<file path="src/rtl/lpd_pkg.sv">
// Package: shared constants and types of the local peak detector.
package lpd_pkg;

  localparam int SAMPLE_WIDTH = 16;
  localparam longint unsigned RECORD_MAX = 64'd65536;
  localparam int INDEX_WIDTH = 16;
  localparam int DIST_WIDTH = 16;
  localparam int FIFO_DEPTH = 4;

  typedef enum logic {
    REG_MIN_HEIGHT   = 1'b0,
    REG_MIN_DISTANCE = 1'b1
  } reg_idx_t;

  typedef struct packed {
    logic push0;
    logic push1;
  } push_t;

endpackage

</file>
<file path="src/rtl/lpd_cfg.sv">
// Configuration registers behind the APB-style port.
module lpd_cfg #(
  parameter int SAMPLE_WIDTH = lpd_pkg::SAMPLE_WIDTH,
  parameter int PDATA_W = 32,
  parameter int PADDR_W = 3
) (
  input  logic                           clk,
  input  logic                           rst,
  input  logic                           psel,
  input  logic                           penable,
  input  logic                           pwrite,
  input  logic [PADDR_W-1:0]             paddr,
  input  logic [PDATA_W-1:0]             pwdata,
  output logic [PDATA_W-1:0]             prdata,
  output logic signed [SAMPLE_WIDTH-1:0] min_height,
  output logic [lpd_pkg::DIST_WIDTH-1:0] min_distance
);

  lpd_pkg::reg_idx_t sel;
  logic              wr;

  assign sel = lpd_pkg::reg_idx_t'(paddr[PADDR_W-1]);
  assign wr  = psel & penable & pwrite;

  always_ff @(posedge clk) begin
    if (rst) begin
      min_height   <= {1'b1, {(SAMPLE_WIDTH-1){1'b0}}};
      min_distance <= '0;
    end else if (wr) begin
      case (sel)
        lpd_pkg::REG_MIN_HEIGHT:   min_height <= pwdata[SAMPLE_WIDTH-1:0];
        lpd_pkg::REG_MIN_DISTANCE: min_distance <= pwdata[lpd_pkg::DIST_WIDTH-1:0];
        default: ;
      endcase
    end
  end

  always_comb begin
    case (sel)
      lpd_pkg::REG_MIN_HEIGHT:   prdata = PDATA_W'(min_height);
      lpd_pkg::REG_MIN_DISTANCE: prdata = PDATA_W'(min_distance);
      default:                   prdata = '0;
    endcase
  end

endmodule

</file>
<file path="src/rtl/lpd_core.sv">
// Peak decision logic and per-record state.
module lpd_core #(
  parameter int SAMPLE_WIDTH = lpd_pkg::SAMPLE_WIDTH,
  parameter longint unsigned RECORD_MAX = lpd_pkg::RECORD_MAX,
  parameter int RES_W = SAMPLE_WIDTH + lpd_pkg::INDEX_WIDTH + 3
) (
  input  logic                           clk,
  input  logic                           rst,
  input  logic                           in_fire,
  input  logic signed [SAMPLE_WIDTH-1:0] sample,
  input  logic                           last_in_record,
  input  logic signed [SAMPLE_WIDTH-1:0] min_height,
  input  logic [lpd_pkg::DIST_WIDTH-1:0] min_distance,
  output lpd_pkg::push_t                 push,
  output logic [RES_W-1:0]               res0,
  output logic [RES_W-1:0]               res1
);

  localparam int POS_W = $clog2(RECORD_MAX);
  localparam logic [POS_W-1:0] POS_MAX = POS_W'(RECORD_MAX - 64'd1);
  localparam int DW = (POS_W > lpd_pkg::DIST_WIDTH) ? POS_W : lpd_pkg::DIST_WIDTH;
  localparam int IW = lpd_pkg::INDEX_WIDTH;

  logic signed [SAMPLE_WIDTH-1:0] older_sample, older_sample_next;
  logic signed [SAMPLE_WIDTH-1:0] newer_sample, newer_sample_next;
  logic [POS_W-1:0]               sample_position, sample_position_next;
  logic [POS_W-1:0]               last_peak_position, last_peak_position_next;
  logic                           peak_seen, peak_seen_next;
  logic                           overflow_seen, overflow_seen_next;
  logic [1:0]                     held, held_next;

  logic [POS_W-1:0] idx;
  logic [POS_W-1:0] lastp_mid;
  logic             ovf;
  logic             found;
  logic             acc_mid;
  logic             seen_mid;
  logic             acc_last;
  logic [RES_W-1:0] res_mid;
  logic [RES_W-1:0] res_end;

  always_comb begin
    if (held == 2'd0) begin
      idx = '0;
    end else if (sample_position < POS_MAX) begin
      idx = sample_position + POS_W'(1);
    end else begin
      idx = POS_MAX;
    end
    ovf = overflow_seen | ((held != 2'd0) & (sample_position == POS_MAX));

    found = (held != 2'd0) & (newer_sample > sample) &
            (~held[1] | (older_sample < newer_sample));
    acc_mid = found & (newer_sample >= min_height) &
              ~(peak_seen & (DW'(sample_position - last_peak_position) < DW'(min_distance)));
    seen_mid  = peak_seen | acc_mid;
    lastp_mid = acc_mid ? sample_position : last_peak_position;

    acc_last = (held != 2'd0) & (sample > newer_sample) & (sample >= min_height) &
               ~(seen_mid & (DW'(idx - lastp_mid) < DW'(min_distance)));

    // fields from bit 0: is_peak, index, value, end_of_record, overflow
    res_mid = {ovf, 1'b0, newer_sample, IW'(sample_position), 1'b1};
    res_end = {ovf, 1'b1,
               acc_last ? sample : {SAMPLE_WIDTH{1'b0}},
               acc_last ? IW'(idx) : {IW{1'b0}},
               acc_last};

    push.push0 = in_fire & (acc_mid | last_in_record);
    push.push1 = in_fire & acc_mid & last_in_record;
    res0 = acc_mid ? res_mid : res_end;
    res1 = res_end;

    older_sample_next       = older_sample;
    newer_sample_next       = newer_sample;
    sample_position_next    = sample_position;
    last_peak_position_next = last_peak_position;
    peak_seen_next          = peak_seen;
    overflow_seen_next      = overflow_seen;
    held_next               = held;
    if (in_fire) begin
      if (last_in_record) begin
        older_sample_next       = '0;
        newer_sample_next       = '0;
        sample_position_next    = '0;
        last_peak_position_next = '0;
        peak_seen_next          = 1'b0;
        overflow_seen_next      = 1'b0;
        held_next               = 2'd0;
      end else begin
        older_sample_next       = newer_sample;
        newer_sample_next       = sample;
        sample_position_next    = idx;
        last_peak_position_next = lastp_mid;
        peak_seen_next          = seen_mid;
        overflow_seen_next      = ovf;
        held_next               = held[1] ? held : held + 2'd1;
      end
    end
  end

  always_ff @(posedge clk) begin
    if (rst) begin
      older_sample       <= '0;
      newer_sample       <= '0;
      sample_position    <= '0;
      last_peak_position <= '0;
      peak_seen          <= 1'b0;
      overflow_seen      <= 1'b0;
      held               <= 2'd0;
    end else begin
      older_sample       <= older_sample_next;
      newer_sample       <= newer_sample_next;
      sample_position    <= sample_position_next;
      last_peak_position <= last_peak_position_next;
      peak_seen          <= peak_seen_next;
      overflow_seen      <= overflow_seen_next;
      held               <= held_next;
    end
  end

endmodule

</file>
<file path="src/rtl/lpd_fifo.sv">
// Result queue: up to two writes per cycle, one read.
module lpd_fifo #(
  parameter int RES_W = 35
) (
  input  logic             clk,
  input  logic             rst,
  input  lpd_pkg::push_t   push,
  input  logic [RES_W-1:0] res0,
  input  logic [RES_W-1:0] res1,
  output logic             in_ready,
  output logic             out_valid,
  input  logic             out_ready,
  output logic [RES_W-1:0] out_res
);

  localparam int DEPTH = lpd_pkg::FIFO_DEPTH;
  localparam int PTR_W = $clog2(DEPTH);
  localparam int CNT_W = $clog2(DEPTH + 1);

  logic [RES_W-1:0] mem [DEPTH];
  logic [PTR_W-1:0] wr_ptr, rd_ptr;
  logic [CNT_W-1:0] count, count_next;
  logic [1:0]       n_push;
  logic             pop;

  assign pop       = out_valid & out_ready;
  assign out_valid = (count != '0);
  assign out_res   = mem[rd_ptr];
  assign in_ready  = (count <= CNT_W'(DEPTH - 2));
  assign n_push    = {1'b0, push.push0} + {1'b0, push.push1};
  assign count_next = count + CNT_W'(n_push) - CNT_W'(pop);

  always_ff @(posedge clk) begin
    if (push.push0) begin
      mem[wr_ptr] <= res0;
    end
    if (push.push1) begin
      mem[wr_ptr + PTR_W'(1)] <= res1;
    end
  end

  always_ff @(posedge clk) begin
    if (rst) begin
      wr_ptr <= '0;
      rd_ptr <= '0;
      count  <= '0;
    end else begin
      wr_ptr <= wr_ptr + PTR_W'(n_push);
      rd_ptr <= rd_ptr + PTR_W'(pop);
      count  <= count_next;
    end
  end

endmodule

</file>
<file path="src/rtl/local_peak_detector_top.sv">
// Top level of the local peak detector.
// A result is written into the result queue when its sample is accepted and is presented from the queue head.
// Throughput: one sample per cycle while s_tready is high; a record's final sample may queue two results.
// s_tready drops while the result queue holds more than two results.
// Synchronous reset clears record state and the queue, and restores
// min_height to the most negative value and min_distance to zero.
module local_peak_detector_top #(
  parameter int SAMPLE_WIDTH = lpd_pkg::SAMPLE_WIDTH,
  parameter longint unsigned RECORD_MAX = lpd_pkg::RECORD_MAX,
  localparam int IN_W    = ((SAMPLE_WIDTH + 7) / 8) * 8,
  localparam int IW      = lpd_pkg::INDEX_WIDTH,
  localparam int OUT_W   = ((IW + SAMPLE_WIDTH + 7) / 8) * 8,
  localparam int PDATA_W = (SAMPLE_WIDTH > 32) ? 64 : 32,
  localparam int PADDR_W = (SAMPLE_WIDTH > 32) ? 4 : 3
) (
  input  logic                   clk,
  input  logic                   rst,
  // s_tdata: sample
  input  logic                   s_tvalid,
  output logic                   s_tready,
  input  logic [IN_W-1:0]        s_tdata,
  input  logic                   s_tlast,
  // m_tdata: peak_index, peak_value
  output logic                   m_tvalid,
  input  logic                   m_tready,
  output logic [OUT_W-1:0]       m_tdata,
  // m_tuser: is_peak, index_overflow
  output logic [1:0]             m_tuser,
  output logic                   m_tlast,
  input  logic                   psel,
  input  logic                   penable,
  input  logic                   pwrite,
  input  logic [PADDR_W-1:0]     paddr,
  input  logic [PDATA_W-1:0]     pwdata,
  output logic [PDATA_W-1:0]     prdata,
  output logic                   pready
);

  localparam int RES_W   = SAMPLE_WIDTH + IW + 3;

  logic signed [SAMPLE_WIDTH-1:0] min_height;
  logic [lpd_pkg::DIST_WIDTH-1:0] min_distance;
  lpd_pkg::push_t                 push;
  logic [RES_W-1:0]               res0, res1, out_res;

  assign pready = 1'b1;

  lpd_cfg #(
    .SAMPLE_WIDTH(SAMPLE_WIDTH),
    .PDATA_W(PDATA_W),
    .PADDR_W(PADDR_W)
  ) u_cfg (
    .clk(clk),
    .rst(rst),
    .psel(psel),
    .penable(penable),
    .pwrite(pwrite),
    .paddr(paddr),
    .pwdata(pwdata),
    .prdata(prdata),
    .min_height(min_height),
    .min_distance(min_distance)
  );

  lpd_core #(
    .SAMPLE_WIDTH(SAMPLE_WIDTH),
    .RECORD_MAX(RECORD_MAX),
    .RES_W(RES_W)
  ) u_core (
    .clk(clk),
    .rst(rst),
    .in_fire(s_tvalid & s_tready),
    .sample(s_tdata[SAMPLE_WIDTH-1:0]),
    .last_in_record(s_tlast),
    .min_height(min_height),
    .min_distance(min_distance),
    .push(push),
    .res0(res0),
    .res1(res1)
  );

  lpd_fifo #(
    .RES_W(RES_W)
  ) u_fifo (
    .clk(clk),
    .rst(rst),
    .push(push),
    .res0(res0),
    .res1(res1),
    .in_ready(s_tready),
    .out_valid(m_tvalid),
    .out_ready(m_tready),
    .out_res(out_res)
  );

  assign m_tdata = OUT_W'(out_res[IW+SAMPLE_WIDTH:1]);
  assign m_tuser = {out_res[RES_W-1], out_res[0]};
  assign m_tlast = out_res[RES_W-2];

endmodule

</file>
<file path="config.mk">
export PLATFORM = sky130hd
export DESIGN_NAME = local_peak_detector_top
export DESIGN_NICKNAME = d
export VERILOG_FILES = /design/src/rtl/lpd_pkg.sv /design/src/rtl/lpd_cfg.sv /design/src/rtl/lpd_core.sv /design/src/rtl/lpd_fifo.sv /design/src/rtl/local_peak_detector_top.sv
export SDC_FILE = /design/constraint.sdc
export NUM_CORES = 1
export LEC_CHECK = 0
export BUFFER_PORTS_ARGS = -buffer_cell sky130_fd_sc_hd__buf_4
export CORE_MARGIN = 4
export CORE_UTILIZATION = 27
export DETAILED_ROUTE_END_ITERATION = 16
export GPL_ROUTABILITY_DRIVEN = 0
export GPL_TIMING_DRIVEN = 0
export MAX_ROUTING_LAYER = met4
export PLACE_DENSITY_LB_ADDON = 0.15
export SETUP_SLACK_MARGIN = 0.02
export SYNTH_ARGS = -nofsm -noshare
export SYNTH_HDL_FRONTEND = slang
export SYNTH_SLANG_ARGS = --single-unit
</file>
<file path="constraint.sdc">
create_clock -name clk -period 11.5 [get_ports clk]
set_input_delay 1.15 -clock clk [delete_from_list [all_inputs] [get_ports clk]]
set_output_delay 1.15 -clock clk [all_outputs]
set_load 0.05 [all_outputs]
</file>
==> flow_summary.html <==
<table>
<tr><th>Metric</th><th>Value</th></tr>
<tr><th colspan="2">Setup path</th></tr>
<tr><td>Slowest cell on the critical path</td><td>a211oi_1</td></tr>
<tr><td>Worst Path Class, Setup</td><td>reg2reg</td></tr>
<tr><td>Worst Path Required</td><td>11790 ps</td></tr>
<tr><td>Arrival time at the worst endpoint</td><td>11060 ps</td></tr>
<tr><td>First element of the critical path</td><td>u_core.last_peak_position[1]</td></tr>
<tr><td>Critical path's largest stage delay</td><td>720 ps</td></tr>
<tr><td>Launching point of the worst reg2reg path</td><td>u_core.last_peak_position[1]</td></tr>
<tr><td>Type of element launching the critical path</td><td>flip-flop</td></tr>
<tr><td>Type of destination of the critical path</td><td>flip-flop</td></tr>
<tr><td>Crit Path Max Fanout</td><td>10</td></tr>
<tr><th colspan="2">Global route</th></tr>
<tr><td>Number of global-route vias before repair</td><td>12600</td></tr>
<tr><td>Most Used Layer, Global Route</td><td>met2</td></tr>
<tr><td>Global-route usage over all layers</td><td>17.4%</td></tr>
<tr><td>Initial antenna violation count</td><td>0</td></tr>
<tr><td>Wire length of the first global-routing pass</td><td>78.6 mm</td></tr>
<tr><td>GRT met2 Usage</td><td>27.2%</td></tr>
<tr><td>Total overflow reported by the global router</td><td>0</td></tr>
<tr><td>Met1 usage</td><td>24.4%</td></tr>
<tr><td>Maximum number of pins on one net before global-route repair</td><td>27</td></tr>
<tr><td>Met3 global-route usage</td><td>2.06%</td></tr>
<tr><th colspan="2">Finish</th></tr>
<tr><td>Layout overhead on the synthesized area</td><td>19.6%</td></tr>
<tr><td>Number of nets in the finished design</td><td>1959</td></tr>
<tr><td>Fraction of layout instances using a drive strength above 1</td><td>14.9%</td></tr>
<tr><td>Diode insertion count for antenna repair</td><td>0</td></tr>
<tr><td>Share of the core filled with cells</td><td>32.8%</td></tr>
<tr><td>Non-Filler Instances</td><td>2540</td></tr>
<tr><th colspan="2">Timing</th></tr>
<tr><td>Summed negative setup slack over all endpoints</td><td>0 ps</td></tr>
<tr><td>Shortest clock period the worst path allows after layout</td><td>10770 ps</td></tr>
<tr><td>Final Hold Violating Endpoints</td><td>0</td></tr>
<tr><td>Maximum clock skew at final layout</td><td>18.9 ps</td></tr>
<tr><td>Setup repair after global routing missed its margin</td><td>false</td></tr>
<tr><td>Achievable Freq</td><td>0.0929 GHz</td></tr>
<tr><td>Hold Slack</td><td>450 ps</td></tr>
<tr><td>Max-slew violation total from the final report</td><td>0</td></tr>
<tr><td># setup viols final</td><td>0</td></tr>
<tr><td>Fin crit share</td><td>93.7%</td></tr>
<tr><td>Slew @ Worst Pin</td><td>1270 ps</td></tr>
<tr><td>Slew margin rel.</td><td>14.8%</td></tr>
<tr><th colspan="2">Floorplanning</th></tr>
<tr><td>Height of the die</td><td>245 um</td></tr>
<tr><td>Num rows</td><td>86</td></tr>
<tr><td>Die width</td><td>245 um</td></tr>
<tr><td>Total Die Area</td><td>60100 sq um</td></tr>
<tr><td>I/O Pins</td><td>129</td></tr>
<tr><td>Starting density of the core</td><td>27.4%</td></tr>
<tr><td>Area of the placeable core</td><td>55400 sq um</td></tr>
<tr><th colspan="2">Synth</th></tr>
<tr><td>Async set-reset flop share out of synthesis</td><td>0%</td></tr>
<tr><td>Seq/Total Area, Yosys</td><td>41.5%</td></tr>
<tr><td>Synthesized area per cell</td><td>9.35 sq um</td></tr>
<tr><td>Netlist Area Pre-Place</td><td>15200 sq um</td></tr>
<tr><td>Synthesized instance count</td><td>1624</td></tr>
<tr><td>Number of enable-type register cells in the synthesized netlist</td><td>136</td></tr>
<tr><td>#FFs+latches synth</td><td>247</td></tr>
<tr><td>Distinct cell type count after synthesis</td><td>74</td></tr>
<tr><td>Yosys warning total</td><td>0</td></tr>
<tr><td>Synth Flop Type</td><td>edfxtp_1</td></tr>
<tr><td>Synthesized net count</td><td>1816</td></tr>
<tr><th colspan="2">Power</th></tr>
<tr><td>Maximum vdd ir drop</td><td>0.111 mV</td></tr>
<tr><td>Reported leakage power</td><td>0.00627 uW</td></tr>
<tr><td>Power per cell area</td><td>161 nW/um^2</td></tr>
<tr><td>Post-route total power</td><td>2930 uW</td></tr>
<tr><td>NetSw</td><td>1020 uW</td></tr>
<tr><td>Clk pwr share</td><td>36.4%</td></tr>
<tr><td>Portion of total power attributed to combinational logic</td><td>29.4%</td></tr>
<tr><td>Switching part of the total</td><td>34.8%</td></tr>
<tr><td>Internal power</td><td>1910 uW</td></tr>
<tr><td>Sequential share of power</td><td>34.2%</td></tr>
<tr><th colspan="2">Outcome</th></tr>
<tr><td>Status</td><td>completed</td></tr>
<tr><th colspan="2">Clock tree</th></tr>
<tr><td>Max clock buf depth</td><td>3</td></tr>
<tr><td>CTS Sinks</td><td>247</td></tr>
<tr><td>CTS buffer count</td><td>31</td></tr>
<tr><td>Skew-Pair Late Insertion Delay</td><td>580 ps</td></tr>
<tr><td>TritonCTS clock tree</td><td>yes</td></tr>
<tr><td>Maximum level of the CTS H-tree</td><td>1</td></tr>
<tr><td>Number of buffers inserted by hold repair at cts</td><td>0</td></tr>
<tr><td>Number of buffers inserted by post-CTS setup repair</td><td>0</td></tr>
<tr><td>Clock slew at reported path FFs</td><td>60 ps</td></tr>
<tr><td>Resized cells post-CTS</td><td>0</td></tr>
<tr><td>Root buffer cell</td><td>clkbuf_16</td></tr>
<tr><th colspan="2">Placement</th></tr>
<tr><td>Number of cells after detailed placement</td><td>2482</td></tr>
<tr><td>Count of input and output buffers</td><td>106</td></tr>
<tr><td>Hpwl dp</td><td>40.0 mm</td></tr>
<tr><th colspan="2">Job</th></tr>
<tr><td>Max-capacitance violation count</td><td>0</td></tr>
<tr><th colspan="2">Detailed routing</th></tr>
<tr><td>Post-DR wirelength/cell</td><td>20.6 um</td></tr>
<tr><td>Vias per Instance</td><td>5.06</td></tr>
<tr><td>Remaining routing DRC violations</td><td>0</td></tr>
<tr><td>Via count</td><td>12900</td></tr>
<tr><td>Total iterations of the first detailed-routing run</td><td>7</td></tr>
<tr><td>Drt total wl</td><td>52.3 mm</td></tr>
<tr><td>Post-detailed-route count of antenna-violating nets</td><td>0</td></tr>
<tr><td>First-iteration detailed-routing DRC count</td><td>953</td></tr>
<tr><th colspan="2">Worst hold path</th></tr>
<tr><td>Critical hold path startpoint</td><td>u_core.last_peak_position[8]</td></tr>
<tr><td>Worst min-delay path category</td><td>reg2reg</td></tr>
</table>
[registers in the layout (all words and copies together) (netlist names), 2 cells and up]
signal and flops:
u_core.held 2, u_fifo.count 3, u_core.newer_sample 16, u_fifo.wr_ptr 2
u_cfg.min_height 16, u_fifo.rd_ptr 2, u_core.last_peak_position 16, u_fifo.mem 140
u_core.older_sample 16, u_core.sample_position 16, u_cfg.min_distance 16
[cells in the final DEF, fill, tap and decap left out, drive strengths merged, types with 27 or more instances in the layout]
cell type | netlist | final
nor2 | 218 | 218
a21oi | 160 | 160
buf | 40 | 150
nand2 | 149 | 149
edfxtp | 136 | 136
ha | 130 | 130
dfxtp | 111 | 111
inv | 101 | 103
clkbuf | 67 | 102
o21ai | 59 | 59
nor3 | 48 | 48
mux4 | 35 | 35
nor4 | 35 | 35
xnor2 | 34 | 34
nand3 | 27 | 27
[worst max-delay path: cells and delay by family, from the launching register on]
family	cells	cell delay, ps
AOI/OAI and AO/OA	19	5680
adders and majority gates	5	1500
buffers and inverters	4	1060
DFF	1	390
and+or+nand+nor	10	1830
[per-stage QoR]
stage	worst slack, ps	cell area (sq um)
floorplan	3420	15200
global placement	893	16900
detailed placement	764	17000
CTS	687	18100
global route	68.5	18200
finish	730	18200
[final cells by class]
class                      count  area [sq um]
buffer                       107           519
clock buffer                  35           791
clock inverter                23           308
fill                        5803         37300
inverter                     101           379
multi-input combinational   1169          8040
sequential                   247          6310
tap                          748           936
timing repair buffer         110           883
[cells in the mapped netlist (11+ instances only)]
cell type,n,share of area (%)
o211ai_1,11,0.54
a21oi_1,160,5.3
nand4_1,20,0.82
nand3b_1,18,0.89
xnor2_1,34,2.0
nand3_1,27,0.89
nor2_2,21,0.87
inv_1,101,2.5
a31oi_1,23,0.95
mux4_2,35,5.2
edfxtp_1,136,27
nor2_1,197,4.9
nor2b_1,16,0.66
nor3_1,46,1.5
ha_1,130,11
o21ai_0,58,1.9
dfxtp_1,111,15
a22oi_1,20,0.99
nand2_1,149,3.7
buf_4,17,0.84
a311oi_1,16,0.92
clkbuf_1,67,1.7
a211oi_1,11,0.54
a21o_1,15,0.74
or3_1,11,0.45
nor4_1,34,1.4
[cell families (layout without fill, tap and decap cells)]
group                      after synthesis  in the layout  share of synthesized area [%]
buffers and inverters                  208            376                           5.92
adders and majority gates              134            134                           11.2
DFF                                    247            247                           41.5
AOI/OAI and AO/OA                      366            366                           14.9
and+or+nand+nor                        588            588                           18.5
xor gates and xnor gates                39             39                           2.25
muxes                                   41             41                           5.68
other                                    1              1                         0.0247
[final timing paths]
kind                                                endpoint  cells after the start  slack (ps)
worst max-delay path                        u_fifo.mem[1][4]                     38         730
worst max register to register              u_fifo.mem[1][4]                     38         730
worst min register to register  u_core.last_peak_position[8]                      2         450
worst min-delay path            u_core.last_peak_position[8]                      2         450
[power groups by stage]
stage	sequential [uW]	combinational [uW]	clock, uW
after floorplan	1010	589	0
after global placement	1020	859	0
after detailed placement	1020	872	0
after CTS	1000	874	1090
after global routing	1010	919	1130
final	1000	860	1060
[metal layers]
metal | wire length [um] | part of all wire (%) | vias up
li1 | - | - | 6189
met4 | 860 | 1.6 | 0
met2 | 24100 | 46 | 311
met3 | 2410 | 4.6 | 53
met5 | 0 | 0 | -
met1 | 24900 | 48 | 6299
No activity file was read; power rests on OpenSTA's default activity.
